$ cat src/rtl/core/arpc_pkg.sv
// Shared types and constants for the ARP cache core.
package arpc_pkg;

  localparam int ENTRIES = 16;
  localparam int IDX_W   = $clog2(ENTRIES);

  localparam logic [15:0] OP_REQUEST      = 16'd1;
  localparam logic [31:0] TIMEOUT_RST     = 32'd6000;

  // configuration register indexes
  localparam logic CFG_LOCAL_IP = 1'b0;
  localparam logic CFG_TIMEOUT  = 1'b1;

  localparam logic REQ_LEARN   = 1'b0;
  localparam logic REQ_RESOLVE = 1'b1;

  typedef enum logic [1:0] {
    ST_IDLE,
    ST_SCAN,
    ST_DONE
  } state_t;

  typedef struct packed {
    logic        req_type;
    logic [31:0] ip_addr;
    logic [47:0] mac_addr;
    logic [15:0] arp_opcode;
    logic [31:0] tgt_ip;
    logic [31:0] time_now;
  } item_t;

  typedef struct packed {
    logic        hit;
    logic [47:0] mac_out;
    logic        send_request;
    logic        send_reply;
    logic        learned;
    logic        table_full;
  } result_t;

  typedef struct packed {
    logic [31:0] ip;
    logic [47:0] mac;
    logic [31:0] stamp;
  } entry_t;

  typedef struct packed {
    logic             en;
    logic [IDX_W-1:0] addr;
    entry_t           entry;
  } tbl_wr_t;

  typedef struct packed {
    logic   valid;
    entry_t entry;
  } tbl_rd_t;

  typedef struct packed {
    logic [31:0] local_ip;
    logic [31:0] timeout_ticks;
  } cfg_t;

endpackage

$ cat src/rtl/core/arpc_if.sv
// Valid/ready channel interfaces for request and result beats.
interface arpc_in_if;
  logic        valid;
  logic        ready;
  logic        req_type;
  logic [31:0] ip_addr;
  logic [47:0] mac_addr;
  logic [15:0] arp_opcode;
  logic [31:0] tgt_ip;
  logic [31:0] time_now;

  modport source (
    output valid, req_type, ip_addr, mac_addr, arp_opcode, tgt_ip, time_now,
    input  ready
  );
  modport sink (
    input  valid, req_type, ip_addr, mac_addr, arp_opcode, tgt_ip, time_now,
    output ready
  );
endinterface

interface arpc_out_if;
  logic        valid;
  logic        ready;
  logic        hit;
  logic [47:0] mac_out;
  logic        send_request;
  logic        send_reply;
  logic        learned;
  logic        table_full;

  modport source (
    output valid, hit, mac_out, send_request, send_reply, learned, table_full,
    input  ready
  );
  modport sink (
    input  valid, hit, mac_out, send_request, send_reply, learned, table_full,
    output ready
  );
endinterface

$ cat src/rtl/core/arpc_table.sv
// Entry store: synchronous RAM for ip/mac/stamp plus flop valid bits.
module arpc_table (
  input  logic                     clk,
  input  logic                     rst_n,
  input  logic [arpc_pkg::IDX_W-1:0] rd_addr,
  input  arpc_pkg::tbl_wr_t        wr,
  output arpc_pkg::tbl_rd_t        rd
);
  import arpc_pkg::*;

  entry_t             mem_r [ENTRIES];
  logic [ENTRIES-1:0] valid_r;
  entry_t             rd_entry_r;
  logic               rd_valid_r;

  always_ff @(posedge clk) begin
    if (wr.en) begin
      mem_r[wr.addr] <= wr.entry;
    end
    rd_entry_r <= mem_r[rd_addr];
  end

  always_ff @(posedge clk) begin
    if (!rst_n) begin
      valid_r    <= '0;
      rd_valid_r <= 1'b0;
    end else begin
      if (wr.en) begin
        valid_r[wr.addr] <= 1'b1;
      end
      rd_valid_r <= valid_r[rd_addr];
    end
  end

  assign rd.valid = rd_valid_r;
  assign rd.entry = rd_entry_r;

endmodule

$ cat src/rtl/core/arpc_scan.sv
// Per-item sequencer: scans the table one entry a cycle and builds the result.
module arpc_scan (
  input  logic                       clk,
  input  logic                       rst_n,
  input  arpc_pkg::cfg_t             cfg,
  arpc_in_if.sink                    in_bus,
  arpc_out_if.source                 out_bus,
  output logic [arpc_pkg::IDX_W-1:0] rd_addr,
  output arpc_pkg::tbl_wr_t          tbl_wr,
  input  arpc_pkg::tbl_rd_t          tbl_rd
);
  import arpc_pkg::*;

  state_t           state_r, state_nxt;
  logic [IDX_W-1:0] cmp_idx_r, cmp_idx_nxt;
  item_t            item_r;
  result_t          res_r, res_nxt;
  result_t          out_r;
  logic             out_valid_r, out_valid_nxt;

  logic        in_fire;
  logic        out_free;
  logic        ip_eq;
  logic [31:0] age;
  logic        found;
  logic        last;
  logic        load_item;
  logic        load_res;
  logic        load_out;

  assign in_fire  = in_bus.valid && in_bus.ready;
  assign out_free = !out_valid_r || out_bus.ready;

  // entry data lines up with cmp_idx_r: its address went out last cycle
  assign ip_eq = (tbl_rd.entry.ip == item_r.ip_addr);
  assign age   = item_r.time_now - tbl_rd.entry.stamp;
  assign last  = (cmp_idx_r == IDX_W'(ENTRIES - 1));

  always_comb begin
    if (item_r.req_type == REQ_LEARN) begin
      found = !tbl_rd.valid || ip_eq;
    end else begin
      found = tbl_rd.valid && ip_eq && (age < cfg.timeout_ticks);
    end
  end

  // next state
  always_comb begin
    state_nxt = state_r;
    unique case (state_r)
      ST_IDLE: if (in_bus.valid) state_nxt = ST_SCAN;
      ST_SCAN: if (found || last) state_nxt = ST_DONE;
      ST_DONE: if (out_free) state_nxt = ST_IDLE;
      default: state_nxt = ST_IDLE;
    endcase
  end

  // outputs of the state machine
  always_comb begin
    in_bus.ready = 1'b0;
    load_item    = 1'b0;
    load_res     = 1'b0;
    load_out     = 1'b0;
    rd_addr      = '0;
    cmp_idx_nxt  = cmp_idx_r;
    tbl_wr.en    = 1'b0;
    tbl_wr.addr  = cmp_idx_r;
    tbl_wr.entry = '{ip: item_r.ip_addr, mac: item_r.mac_addr, stamp: item_r.time_now};
    unique case (state_r)
      ST_IDLE: begin
        in_bus.ready = 1'b1;
        load_item    = in_bus.valid;
        cmp_idx_nxt  = '0;
      end
      ST_SCAN: begin
        rd_addr     = cmp_idx_r + IDX_W'(1);
        cmp_idx_nxt = cmp_idx_r + IDX_W'(1);
        load_res    = found || last;
        tbl_wr.en   = found && (item_r.req_type == REQ_LEARN);
      end
      ST_DONE: begin
        load_out = out_free;
      end
      default: begin
        in_bus.ready = 1'b0;
      end
    endcase
  end

  always_comb begin
    res_nxt = '0;
    if (item_r.req_type == REQ_LEARN) begin
      res_nxt.learned    = found;
      res_nxt.table_full = !found;
      res_nxt.send_reply = (item_r.arp_opcode == OP_REQUEST) &&
                           (item_r.tgt_ip == cfg.local_ip);
    end else begin
      res_nxt.hit          = found;
      res_nxt.mac_out      = found ? tbl_rd.entry.mac : 48'd0;
      res_nxt.send_request = !found;
    end
  end

  always_comb begin
    out_valid_nxt = out_valid_r;
    if (load_out) begin
      out_valid_nxt = 1'b1;
    end else if (out_bus.ready) begin
      out_valid_nxt = 1'b0;
    end
  end

  always_ff @(posedge clk) begin
    if (!rst_n) begin
      state_r     <= ST_IDLE;
      cmp_idx_r   <= '0;
      out_valid_r <= 1'b0;
    end else begin
      state_r     <= state_nxt;
      cmp_idx_r   <= cmp_idx_nxt;
      out_valid_r <= out_valid_nxt;
    end
  end

  always_ff @(posedge clk) begin
    if (load_item) begin
      item_r <= '{req_type:   in_bus.req_type,
                  ip_addr:    in_bus.ip_addr,
                  mac_addr:   in_bus.mac_addr,
                  arp_opcode: in_bus.arp_opcode,
                  tgt_ip:     in_bus.tgt_ip,
                  time_now:   in_bus.time_now};
    end
    if (load_res) begin
      res_r <= res_nxt;
    end
    if (load_out) begin
      out_r <= res_r;
    end
  end

  assign out_bus.valid        = out_valid_r;
  assign out_bus.hit          = out_r.hit;
  assign out_bus.mac_out      = out_r.mac_out;
  assign out_bus.send_request = out_r.send_request;
  assign out_bus.send_reply   = out_r.send_reply;
  assign out_bus.learned      = out_r.learned;
  assign out_bus.table_full   = out_r.table_full;

`ifndef SYNTHESIS
  a_wr_in_scan: assert property (@(posedge clk) disable iff (!rst_n)
    tbl_wr.en |-> (state_r == ST_SCAN) && (item_r.req_type == REQ_LEARN))
    else $error("table write outside a learn scan");

  a_scan_from_zero: assert property (@(posedge clk) disable iff (!rst_n)
    in_fire |=> (state_r == ST_SCAN) && (cmp_idx_r == '0))
    else $error("scan did not start at entry zero");

  a_one_outcome: assert property (@(posedge clk) disable iff (!rst_n)
    out_valid_r |-> $onehot({out_r.hit, out_r.send_request, out_r.learned,
                             out_r.table_full}))
    else $error("result carries no single outcome");

  a_mac_only_on_hit: assert property (@(posedge clk) disable iff (!rst_n)
    (out_valid_r && !out_r.hit) |-> (out_r.mac_out == 48'd0))
    else $error("mac_out nonzero without a hit");

  a_done_loads: assert property (@(posedge clk) disable iff (!rst_n)
    (state_r == ST_DONE && out_free) |=> out_valid_r && (state_r == ST_IDLE))
    else $error("finished result not moved to the output register");
`endif

endmodule

$ cat src/rtl/core/arp_cache_learn_resolve_core.sv
// ARP cache core: config registers, entry table and scan sequencer.
//
//   channel  | dir | handshake         | beat contents
//   ---------+-----+-------------------+----------------------------------------
//   in_bus   | in  | valid/ready       | req_type, ip_addr, mac_addr, opcode, ...
//   out_bus  | out | valid/ready       | hit, mac_out, send_request/reply, ...
//   cfg_*    | in  | cfg_we, no ready  | cfg_idx selects local_ip or timeout
//
// One item at a time: accept, then one table entry per cycle (up to ENTRIES,
// stopping at the first match), then a move into the output register once it
// is free; the scan is bound by the single table read port.
// Reset (rst_n low, synchronous) clears all valid bits.
// A stalled result is held while the next beat is taken and scanned.
module arp_cache_learn_resolve_core (
  input  logic        clk,
  input  logic        rst_n,
  arpc_in_if.sink     in_bus,
  arpc_out_if.source  out_bus,
  input  logic        cfg_we,
  input  logic        cfg_idx,
  input  logic [31:0] cfg_data
);
  import arpc_pkg::*;

  cfg_t             cfg_r;
  logic [IDX_W-1:0] rd_addr;
  tbl_wr_t          tbl_wr;
  tbl_rd_t          tbl_rd;

  always_ff @(posedge clk) begin
    if (!rst_n) begin
      cfg_r.local_ip      <= '0;
      cfg_r.timeout_ticks <= TIMEOUT_RST;
    end else if (cfg_we) begin
      unique case (cfg_idx)
        CFG_LOCAL_IP: cfg_r.local_ip      <= cfg_data;
        CFG_TIMEOUT:  cfg_r.timeout_ticks <= cfg_data;
        default:      cfg_r.local_ip      <= cfg_r.local_ip;
      endcase
    end
  end

  arpc_table u_table (
    .clk     (clk),
    .rst_n   (rst_n),
    .rd_addr (rd_addr),
    .wr      (tbl_wr),
    .rd      (tbl_rd)
  );

  arpc_scan u_scan (
    .clk     (clk),
    .rst_n   (rst_n),
    .cfg     (cfg_r),
    .in_bus  (in_bus),
    .out_bus (out_bus),
    .rd_addr (rd_addr),
    .tbl_wr  (tbl_wr),
    .tbl_rd  (tbl_rd)
  );

endmodule
$ cat src/flat_wrapper.sv
// flat-port wrapper written by rule: the top's interface ports become plain ports
module arp_cache_learn_resolve_core_flat import arpc_pkg::*;
  (clk, rst_n, cfg_we, cfg_idx, cfg_data, in_bus_valid, in_bus_req_type, in_bus_ip_addr, in_bus_mac_addr, in_bus_arp_opcode, in_bus_tgt_ip, in_bus_time_now, in_bus_ready, out_bus_valid, out_bus_hit, out_bus_mac_out, out_bus_send_request, out_bus_send_reply, out_bus_learned, out_bus_table_full, out_bus_ready);
  arpc_in_if in_bus_i ();
  arpc_out_if out_bus_i ();
  input  logic clk;
  input  logic rst_n;
  input  logic cfg_we;
  input  logic cfg_idx;
  input  logic [31:0] cfg_data;
  input wire logic [$bits(in_bus_i.valid)-1:0] in_bus_valid;
  input wire logic [$bits(in_bus_i.req_type)-1:0] in_bus_req_type;
  input wire logic [$bits(in_bus_i.ip_addr)-1:0] in_bus_ip_addr;
  input wire logic [$bits(in_bus_i.mac_addr)-1:0] in_bus_mac_addr;
  input wire logic [$bits(in_bus_i.arp_opcode)-1:0] in_bus_arp_opcode;
  input wire logic [$bits(in_bus_i.tgt_ip)-1:0] in_bus_tgt_ip;
  input wire logic [$bits(in_bus_i.time_now)-1:0] in_bus_time_now;
  output wire logic [$bits(in_bus_i.ready)-1:0] in_bus_ready;
  output wire logic [$bits(out_bus_i.valid)-1:0] out_bus_valid;
  output wire logic [$bits(out_bus_i.hit)-1:0] out_bus_hit;
  output wire logic [$bits(out_bus_i.mac_out)-1:0] out_bus_mac_out;
  output wire logic [$bits(out_bus_i.send_request)-1:0] out_bus_send_request;
  output wire logic [$bits(out_bus_i.send_reply)-1:0] out_bus_send_reply;
  output wire logic [$bits(out_bus_i.learned)-1:0] out_bus_learned;
  output wire logic [$bits(out_bus_i.table_full)-1:0] out_bus_table_full;
  input wire logic [$bits(out_bus_i.ready)-1:0] out_bus_ready;
  assign in_bus_i.valid = in_bus_valid;
  assign in_bus_i.req_type = in_bus_req_type;
  assign in_bus_i.ip_addr = in_bus_ip_addr;
  assign in_bus_i.mac_addr = in_bus_mac_addr;
  assign in_bus_i.arp_opcode = in_bus_arp_opcode;
  assign in_bus_i.tgt_ip = in_bus_tgt_ip;
  assign in_bus_i.time_now = in_bus_time_now;
  assign in_bus_ready = in_bus_i.ready;
  assign out_bus_valid = out_bus_i.valid;
  assign out_bus_hit = out_bus_i.hit;
  assign out_bus_mac_out = out_bus_i.mac_out;
  assign out_bus_send_request = out_bus_i.send_request;
  assign out_bus_send_reply = out_bus_i.send_reply;
  assign out_bus_learned = out_bus_i.learned;
  assign out_bus_table_full = out_bus_i.table_full;
  assign out_bus_i.ready = out_bus_ready;
  arp_cache_learn_resolve_core u_core (.clk(clk), .rst_n(rst_n), .in_bus(in_bus_i), .out_bus(out_bus_i), .cfg_we(cfg_we), .cfg_idx(cfg_idx), .cfg_data(cfg_data));
endmodule
$ cat config.mk
export PLATFORM = sky130hd
export DESIGN_NAME = arp_cache_learn_resolve_core_flat
export DESIGN_NICKNAME = d
export VERILOG_FILES = /design/src/rtl/core/arpc_pkg.sv /design/src/rtl/core/arpc_if.sv /design/src/rtl/core/arpc_table.sv /design/src/rtl/core/arpc_scan.sv /design/src/rtl/core/arp_cache_learn_resolve_core.sv /design/src/flat_wrapper.sv
export SDC_FILE = /design/constraint.sdc
export NUM_CORES = 2
export LEC_CHECK = 0
export BUFFER_PORTS_ARGS = -buffer_cell sky130_fd_sc_hd__clkbuf_2
export CAP_MARGIN = 10
export CORE_ASPECT_RATIO = 2
export CORE_MARGIN = 2
export CORE_UTILIZATION = 40
export DETAILED_ROUTE_END_ITERATION = 10
export GPL_ROUTABILITY_DRIVEN = 0
export GPL_TIMING_DRIVEN = 0
export PLACE_DENSITY = 0.64
export SLEW_MARGIN = 20
export SYNTH_ARGS = -nofsm -noshare
export SYNTH_HDL_FRONTEND = slang
export SYNTH_SLANG_ARGS = --single-unit
$ cat constraint.sdc
create_clock -name clk -period 11.1 [get_ports clk]
set_input_delay 0.555 -clock clk [delete_from_list [all_inputs] [get_ports clk]]
set_output_delay 0.555 -clock clk [all_outputs]
set_load 0.02 [all_outputs]
# --- After elaboration in Yosys (flattened, before gate mapping) ---
# Memory sizes are Yosys's and may differ from the RTL's. A register that Yosys moved wholly into a read port is not among the register bits.
# Index checks and enable logic that the tools add are counted.
totals:
  romBits: 0
  n_memories: 1
  reg_bits: 355
  ram_bits: 1792
  latchBits: 0
memory_table:
  columns: ["memory", "depth", "word_bits", "read_ports", "rd_clocked_by_memory_dff", "write_ports", "line", "source"]
  rows:
  - ["u_core.u_table.mem_r", 16, 112, 1, 1, 1, "arpc_table.sv:11", "entry_t mem_r [ENTRIES];"]
op_classes:
  add_sub_neg: 2
  multipliers: 0
  n_lt_le_gt_ge: 4
  n_reduce_logical: 18
  n_eq_ne: 9
  div: 0
  mux: 20
  n_shift: 0
  bitwise_logic: 3
ops:
  columns: ["op", "count"]
  rows:
  - ["== test 32 bit", 2]
  - ["less-than comparator 32 bit", 1]
  - ["subtractor 32 bit", 1]
  - ["== test 16 x 1 -> 1 bit, second input constant", 1]
  - ["bitwise OR 16 bit", 1]
  - ["two-way mux 1 bit", 12]
  - ["less-than comparator 4 x 5 -> 1 bit, second input constant", 2]
  - ["one-hot mux 4 bit (2 select lines)", 1]
  - ["two-way mux 2 bit", 3]
  - ["!= test 2 bit, second input constant", 3]
  - ["one-hot mux 2 bit (3 select lines)", 1]
  - ["AND reduction 2 bit", 3]
  - ["logical AND 1 bit", 5]
  - ["adder 4 x 1 -> 4 bit, second input constant", 1]
  - ["binary-select mux 1 bit (select 4 bit)", 1]
  - ["demux 1 bit (select 4 bit)", 1]
  - ["== test 4 bit, second input constant", 1]
  - ["greater-or-equal comparator 4 x 1 -> 1 bit, second input constant", 1]
  - ["two-way mux 4 bit", 1]
  - ["nonzero test 2 bit", 2]
  - ["zero test 1 bit", 3]
  - ["logical OR 1 bit", 3]
  - ["AND reduction 3 bit", 1]
  - ["== test 2 x 1 -> 1 bit, second input constant", 1]
  - ["other kinds (3)", 4]

# --- Depth between registers and ports, before layout ---
depth:
  ltp_word: 8
  mapped_depth: 22
  mapped_depth_nobuf: 20

# --- By module ---
# From an unflattened synthesis, not the netlist that was laid out.
unflattened:
  cells_unflattened: 4085
  hier_area_um2: 84873.9
by_module_without_submodules:
  columns: ["mod", "seq_area_each_um2", "area_each_um2", "cells_per_inst", "n_inst"]
  rows:
  - ["arpc_table", 56394.1, 69705.6, 2918, 1]
  - ["arpc_scan", 8157.8, 12680.9, 913, 1]
  - ["arp_cache_learn_resolve_core", 1281.2, 2487.4, 254, 1]

# --- Least setup slack after synthesis ---
# No wires, ideal clock.
synth_path:
  path_kind: "register -> register"
  start: "register u_core.u_scan.item_r (netlist bit u_core.u_scan.tbl_wr[95])"
  end: "memory u_core.u_table.mem_r[3][0] in the netlist's numbering (enable)"
  path_slack_ps: 1072
  path_stages_with_launch: 8
  setup_time_ps: 722
  t_arrival_ps: 9305
  path_cell_list: "edfxtp_1 -> xnor2_1 -> nand4_1 -> nor4_1 -> nand2_1 -> a21oi_1 -> nand3_1 -> nor3_1"
synth_via:
  elab_chain_cells: 8
  word_cells_on_any_way: 9
  classes_between: "1 x eq/ne; 4 x mux; 4 x reduce/logical"
synth_rtl:
  columns: ["item", "line", "source"]
  rows:
  - ["start: declaration", "arpc_scan.sv:16", "item_t item_r;"]
  - ["start signal: assignment", "arpc_scan.sv:127", "item_r <= '{req_type: in_bus.req_type,"]
  - ["== test 32 bit *", "arpc_scan.sv:35", "assign ip_eq = (tbl_rd.entry.ip == item_r.ip_addr);"]
  - ["logical AND 1 bit (2 in a row)", "arpc_scan.sv:43", "found = tbl_rd.valid && ip_eq && (age < cfg.timeout_ticks);"]
  - ["two-way mux 1 bit *", "arpc_scan.sv:40", "if (item_r.req_type == REQ_LEARN) begin"]
  - ["logical AND 1 bit *", "arpc_scan.sv:79", "tbl_wr.en = found && (item_r.req_type == REQ_LEARN);"]
  - ["two-way mux 1 bit *", "arpc_scan.sv:69", "unique case (state_r)"]
  - ["two-way mux 1 bit *", "arpc_table.sv:17", "if (wr.en) begin"]
  - ["two-way mux 1 bit (implied by the code) *", "arpc_table.sv:18", "mem_r[wr.addr] <= wr.entry;"]
  - ["end: declaration", "arpc_table.sv:11", null]
# Mark *: on every way between the ends. The rest lies on a longest branch, timed or not.

# --- Final worst setup path ---
layout_path:
  start: "register u_core.u_scan.item_r (netlist bit u_core.u_scan.tbl_wr[0])"
  end: "register u_core.u_scan.res_r[38] in the netlist's numbering, data pin"
layout_via:
  elab_chain_cells: 5
layout_rtl:
  columns: ["item", "line", "source"]
  rows:
  - ["subtractor 32 bit", "arpc_scan.sv:36", "assign age = item_r.time_now - tbl_rd.entry.stamp;"]
  - ["less-than comparator 32 bit", "arpc_scan.sv:43", null]
  - ["logical AND 1 bit", "arpc_scan.sv:43", null]
  - ["two-way mux 1 bit", "arpc_scan.sv:40", null]
  - ["AND reduction 2 bit (no source line)", null, null]
  - ["end signal: assignment", "arpc_scan.sv:135", "res_r <= res_nxt;"]
  - ["end: declaration", "arpc_scan.sv:17", "result_t res_r, res_nxt;"]
# Every way passes these cells.
# A chain may end at the register's enable or synchronous reset.

==> flow_metrics.env <==
export IMPL_r2r_cells=21
export IMPL_min_period_over_period_pct=62.42
export IMPL_areaGrowthSynthToFinish_pct=18.58
export IMPL_max_vdd_ir_drop_uv=118.4
export IMPL_reg2reg_from="u_core.u_scan.tbl_wr[0]"
export IMPL_drive_above_1_share_pct=11.12
export IMPL_layout_common_cells="edfxtp_1, nand2_1, a211oi_1, and2_1, clkbuf_1"
export IMPL_clk_insertion_delay_late_ps=880
export IMPL_vias=54910
export IMPL_period_needed_ps=6929
export IMPL_place_area_sq_um=95120
export IMPL_p_sw_share_pct=22.75
export IMPL_cts_made_buffers=198
export IMPL_yosysWarnings=0
export IMPL_syn_cell_area_sq_um=87310
export IMPL_finalClockSkew_ps=53.10
export IMPL_tightest_slew_ps=1221
export IMPL_slew_headroom_pct=18.60
export IMPL_setup_tns_ps=0
export IMPL_cts_sinks=2259
export IMPL_final_antenna_net_count=0
export IMPL_syn_nets=6284
export IMPL_synth_ff_type="edfxtp_1"
export IMPL_hold_violations=0
export IMPL_fillCellCount=18330
export IMPL_final_common_cell="edfxtp_1"
export IMPL_drt_iter0_markers=4585
export IMPL_synth_top_cell_area_share_pct=70.82
export IMPL_cts_tree="yes"
export IMPL_drc=0
export IMPL_grt_overflow_total=0
export IMPL_rows=242
export IMPL_startpoint_type="flip-flop"
export IMPL_cts_setup_buffers=0
export IMPL_hold_depth=3
export IMPL_dr_pass1_iters=6
export IMPL_synthCells=6018
export IMPL_p_total_mw=17.77
export IMPL_reg2reg_slack_ps=4170
export IMPL_core_region_area_sq_um=217100
export IMPL_grt_usage_pct=22.39
export IMPL_critPathArrivalTime_ps=7520
export IMPL_final_setup_viol_count=0
export IMPL_synth_edff_count=2059
export IMPL_yosys_area_top_type="edfxtp_1"
export IMPL_clockRootBuffer="clkbuf_16"
export IMPL_status="finished clean"
export IMPL_internal_power_mw=13.73
export IMPL_synth_seq_cells=2259
export IMPL_viasPerCell=5.607
export IMPL_synth_async_reset_ratio_pct=0
export IMPL_worst_r2r_endpoint="u_core.u_scan.res_r[38]"
export IMPL_min_to="u_core.cfg_r[41]"
export IMPL_drv_cap=0
export IMPL_seq_area_frac_synth_pct=75.40
export IMPL_worstPathRequired_ps=11690
export IMPL_cts_max_level=4
export IMPL_synth_area_top_cells="edfxtp_1, a211oi_1, dfxtp_1"
export IMPL_io_pins=254
export IMPL_grt_pass1_wl_um=367400
export IMPL_die_y_um=664.7
export IMPL_cts_buffer_depth=4
export IMPL_power_frac_clock_pct=39.5
export IMPL_max_clock_freq_ghz=0.1443
export IMPL_grt_max_degree=46
export IMPL_die_x_um=334.4
export IMPL_fin_util_pct=47.69
export IMPL_cp_max_fo=17
export IMPL_io_buffer_count=252
export IMPL_placed_cells=9236
export IMPL_dpl_hpwl_um=182100
export IMPL_wl_per_cell_um=26.01
export IMPL_hold_class="input port to flip-flop"
export IMPL_endpoint_kind="flip-flop"
export IMPL_switching_power_mw=4.044
export IMPL_syn_avg_cell_area_sq_um=14.51
export IMPL_grt_pass1_vias=57250
export IMPL_rsz0062_at_grt="no"
export IMPL_min_from="cfg_data[9]"
export IMPL_pwr_share_seq_pct=54.2
export IMPL_slew_viol_final=0
export IMPL_fin_cells=9792
export IMPL_start_util_pct=40.22
export IMPL_die_area_sq_um=222200
export IMPL_pwr_density_cell_nw_per_um2=171.7
export IMPL_clkTransAtPathRegs_ps=70
export IMPL_nNetsFinal=7086
export IMPL_yosysUniqueCellTypes=52
export IMPL_combinationalPowerShare_pct=6.3
export IMPL_path_class="flip-flop to flip-flop"
export IMPL_p_leak_nw=33.98
export IMPL_final_cell_area_sq_um=103500
export IMPL_antenna_found_initial=10
export IMPL_wl_um=254700
==> cell usage after synthesis (29+ instances only) <==
master / count
edfxtp_1: 2059
and2_1: 507
clkbuf_1: 348
ha_1: 66
a21boi_0: 64
nor2_1: 30
a21o_1: 29
buf_1: 37
inv_1: 70
xnor2_1: 75
a31oi_1: 231
a311oi_1: 227
dfxtp_1: 200
a211oi_1: 565
a21oi_1: 263
nand2_1: 1053
==> kinds of logic (layout without fill, tap and decap cells) <==
family	after synthesis	count (layout)	share of synthesized area (%)
buffers and inverters	478	1439	2.102
DFF	2259	2259	75.40
other	0	7	0
and+or+nand+nor	1669	1669	8.861
AOI/OAI and AO/OA	1451	1451	11.72
xor gates and xnor gates	94	94	0.9430
adders and majority gates	67	67	0.9688
==> what timing repair did <==
| item | 4_1_cts | 5_1_grt |
|---|---|---|
| hold endpoints to repair | 219 | 0 |
| hold buffers | 190 | 0 |
| gates resized for setup | 0 | 0 |
==> critical path, stage by stage (launching register included) <==
cell and delay [ps]:
edfxtp_1 800, inv_1 200, ha_1 250, inv_1 70, fa_1 200, a21oi_1 100
nand4b_1 210, a21oi_1 240, o21ai_0 260, o311ai_0 940, nand4_1 240, nand3b_1 160
xor2_1 80, ha_1 280, nand4_1 160, a2111o_1 440, nor4_1 660, a2111o_1 530
nor2_4 230, buf_6 240, buf_6 160, and2_1 160
==> worst max path at each step <==
stage                                          start                     endpoint  cells past startpoint
after floorplan             u_core.u_scan.tbl_wr[95]   u_core.u_table.mem_r[3][0]                      7
after global placement    u_core.u_scan.cmp_idx_r[0]  u_core.u_table.mem_r[2][55]                      8
after detailed placement     u_core.u_scan.tbl_wr[0]      u_core.u_scan.res_r[38]                     21
after CTS                    u_core.u_scan.tbl_wr[0]      u_core.u_scan.res_r[38]                     21
after global routing         u_core.u_scan.tbl_wr[0]      u_core.u_scan.res_r[38]                     21
final                        u_core.u_scan.tbl_wr[0]      u_core.u_scan.res_r[38]                     21
==> final cells by class <==
cell class | count | area, sq um | share of cell area, %
Timing Repair Buffer | 602 | 6043 | 5.837
Inverter | 70 | 262.8 | 0.2538
Clock buffer | 242 | 5380 | 5.197
Sequential cell | 2259 | 65830 | 63.59
Tap cell | 2806 | 3511 | 3.391
Buffer | 408 | 1600 | 1.546
Multi-Input combinational cell | 3281 | 19770 | 19.10
Clock inverter | 117 | 1107 | 1.070
Antenna cell | 7 | 17.52 | 0.01692
==> registers in the layout, summed over array words and instances (netlist names) <==
name,count
u_core.u_table.mem_r,1792
u_core.u_scan.tbl_wr,112
u_core.u_table.rd,112
u_core.cfg_r,64
u_core.u_scan.res_r,53
u_core.u_scan.item_r,49
u_core.u_scan.out_bus.mac_out,48
u_core.u_table.valid_r,16
u_core.u_scan.cmp_idx_r,4
u_core.u_scan.state_r,2
u_core.u_scan.out_bus.hit,1
u_core.u_scan.out_bus.learned,1
u_core.u_scan.out_bus.send_reply,1
u_core.u_scan.out_bus.send_request,1
u_core.u_scan.out_bus.table_full,1
u_core.u_scan.out_bus.valid,1
u_core.u_table.rd_valid_r,1
==> power groups by stage <==
| stage | logic [mW] | clock network [mW] | registers, mW |
|---|---|---|---|
| 6_report | 1.13 | 7.02 | 9.62 |
| 5_1_grt | 1.22 | 7.40 | 9.64 |
| 4_1_cts | 1.13 | 7.11 | 9.62 |
| 3_5_place_dp | 1.07 | 0 | 9.81 |
| 3_3_place_gp | 1.02 | 0 | 9.83 |
| 2_1_floorplan | 0.629 | 0 | 9.73 |
==> routing by layer <==
metal  vias up  wire (um)  GRT usage (%)
li1      24500          -              -
met1     27370      82790          22.27
met2      2257     138000          42.25
met3       774      14470          2.979
met4         8      19430          15.97
met5         -         57              0
==> metrics by stage <==
step | hold WS, ps | setup WS (ps)
CTS | 15.10 | 4254
floorplan | 400.3 | 1073
detailed placement | 404.5 | 4261
finish | 27.55 | 4171
global placement | 403.3 | -8078
global route | 16.07 | 4058
Power figures use the tool's default switching activity.
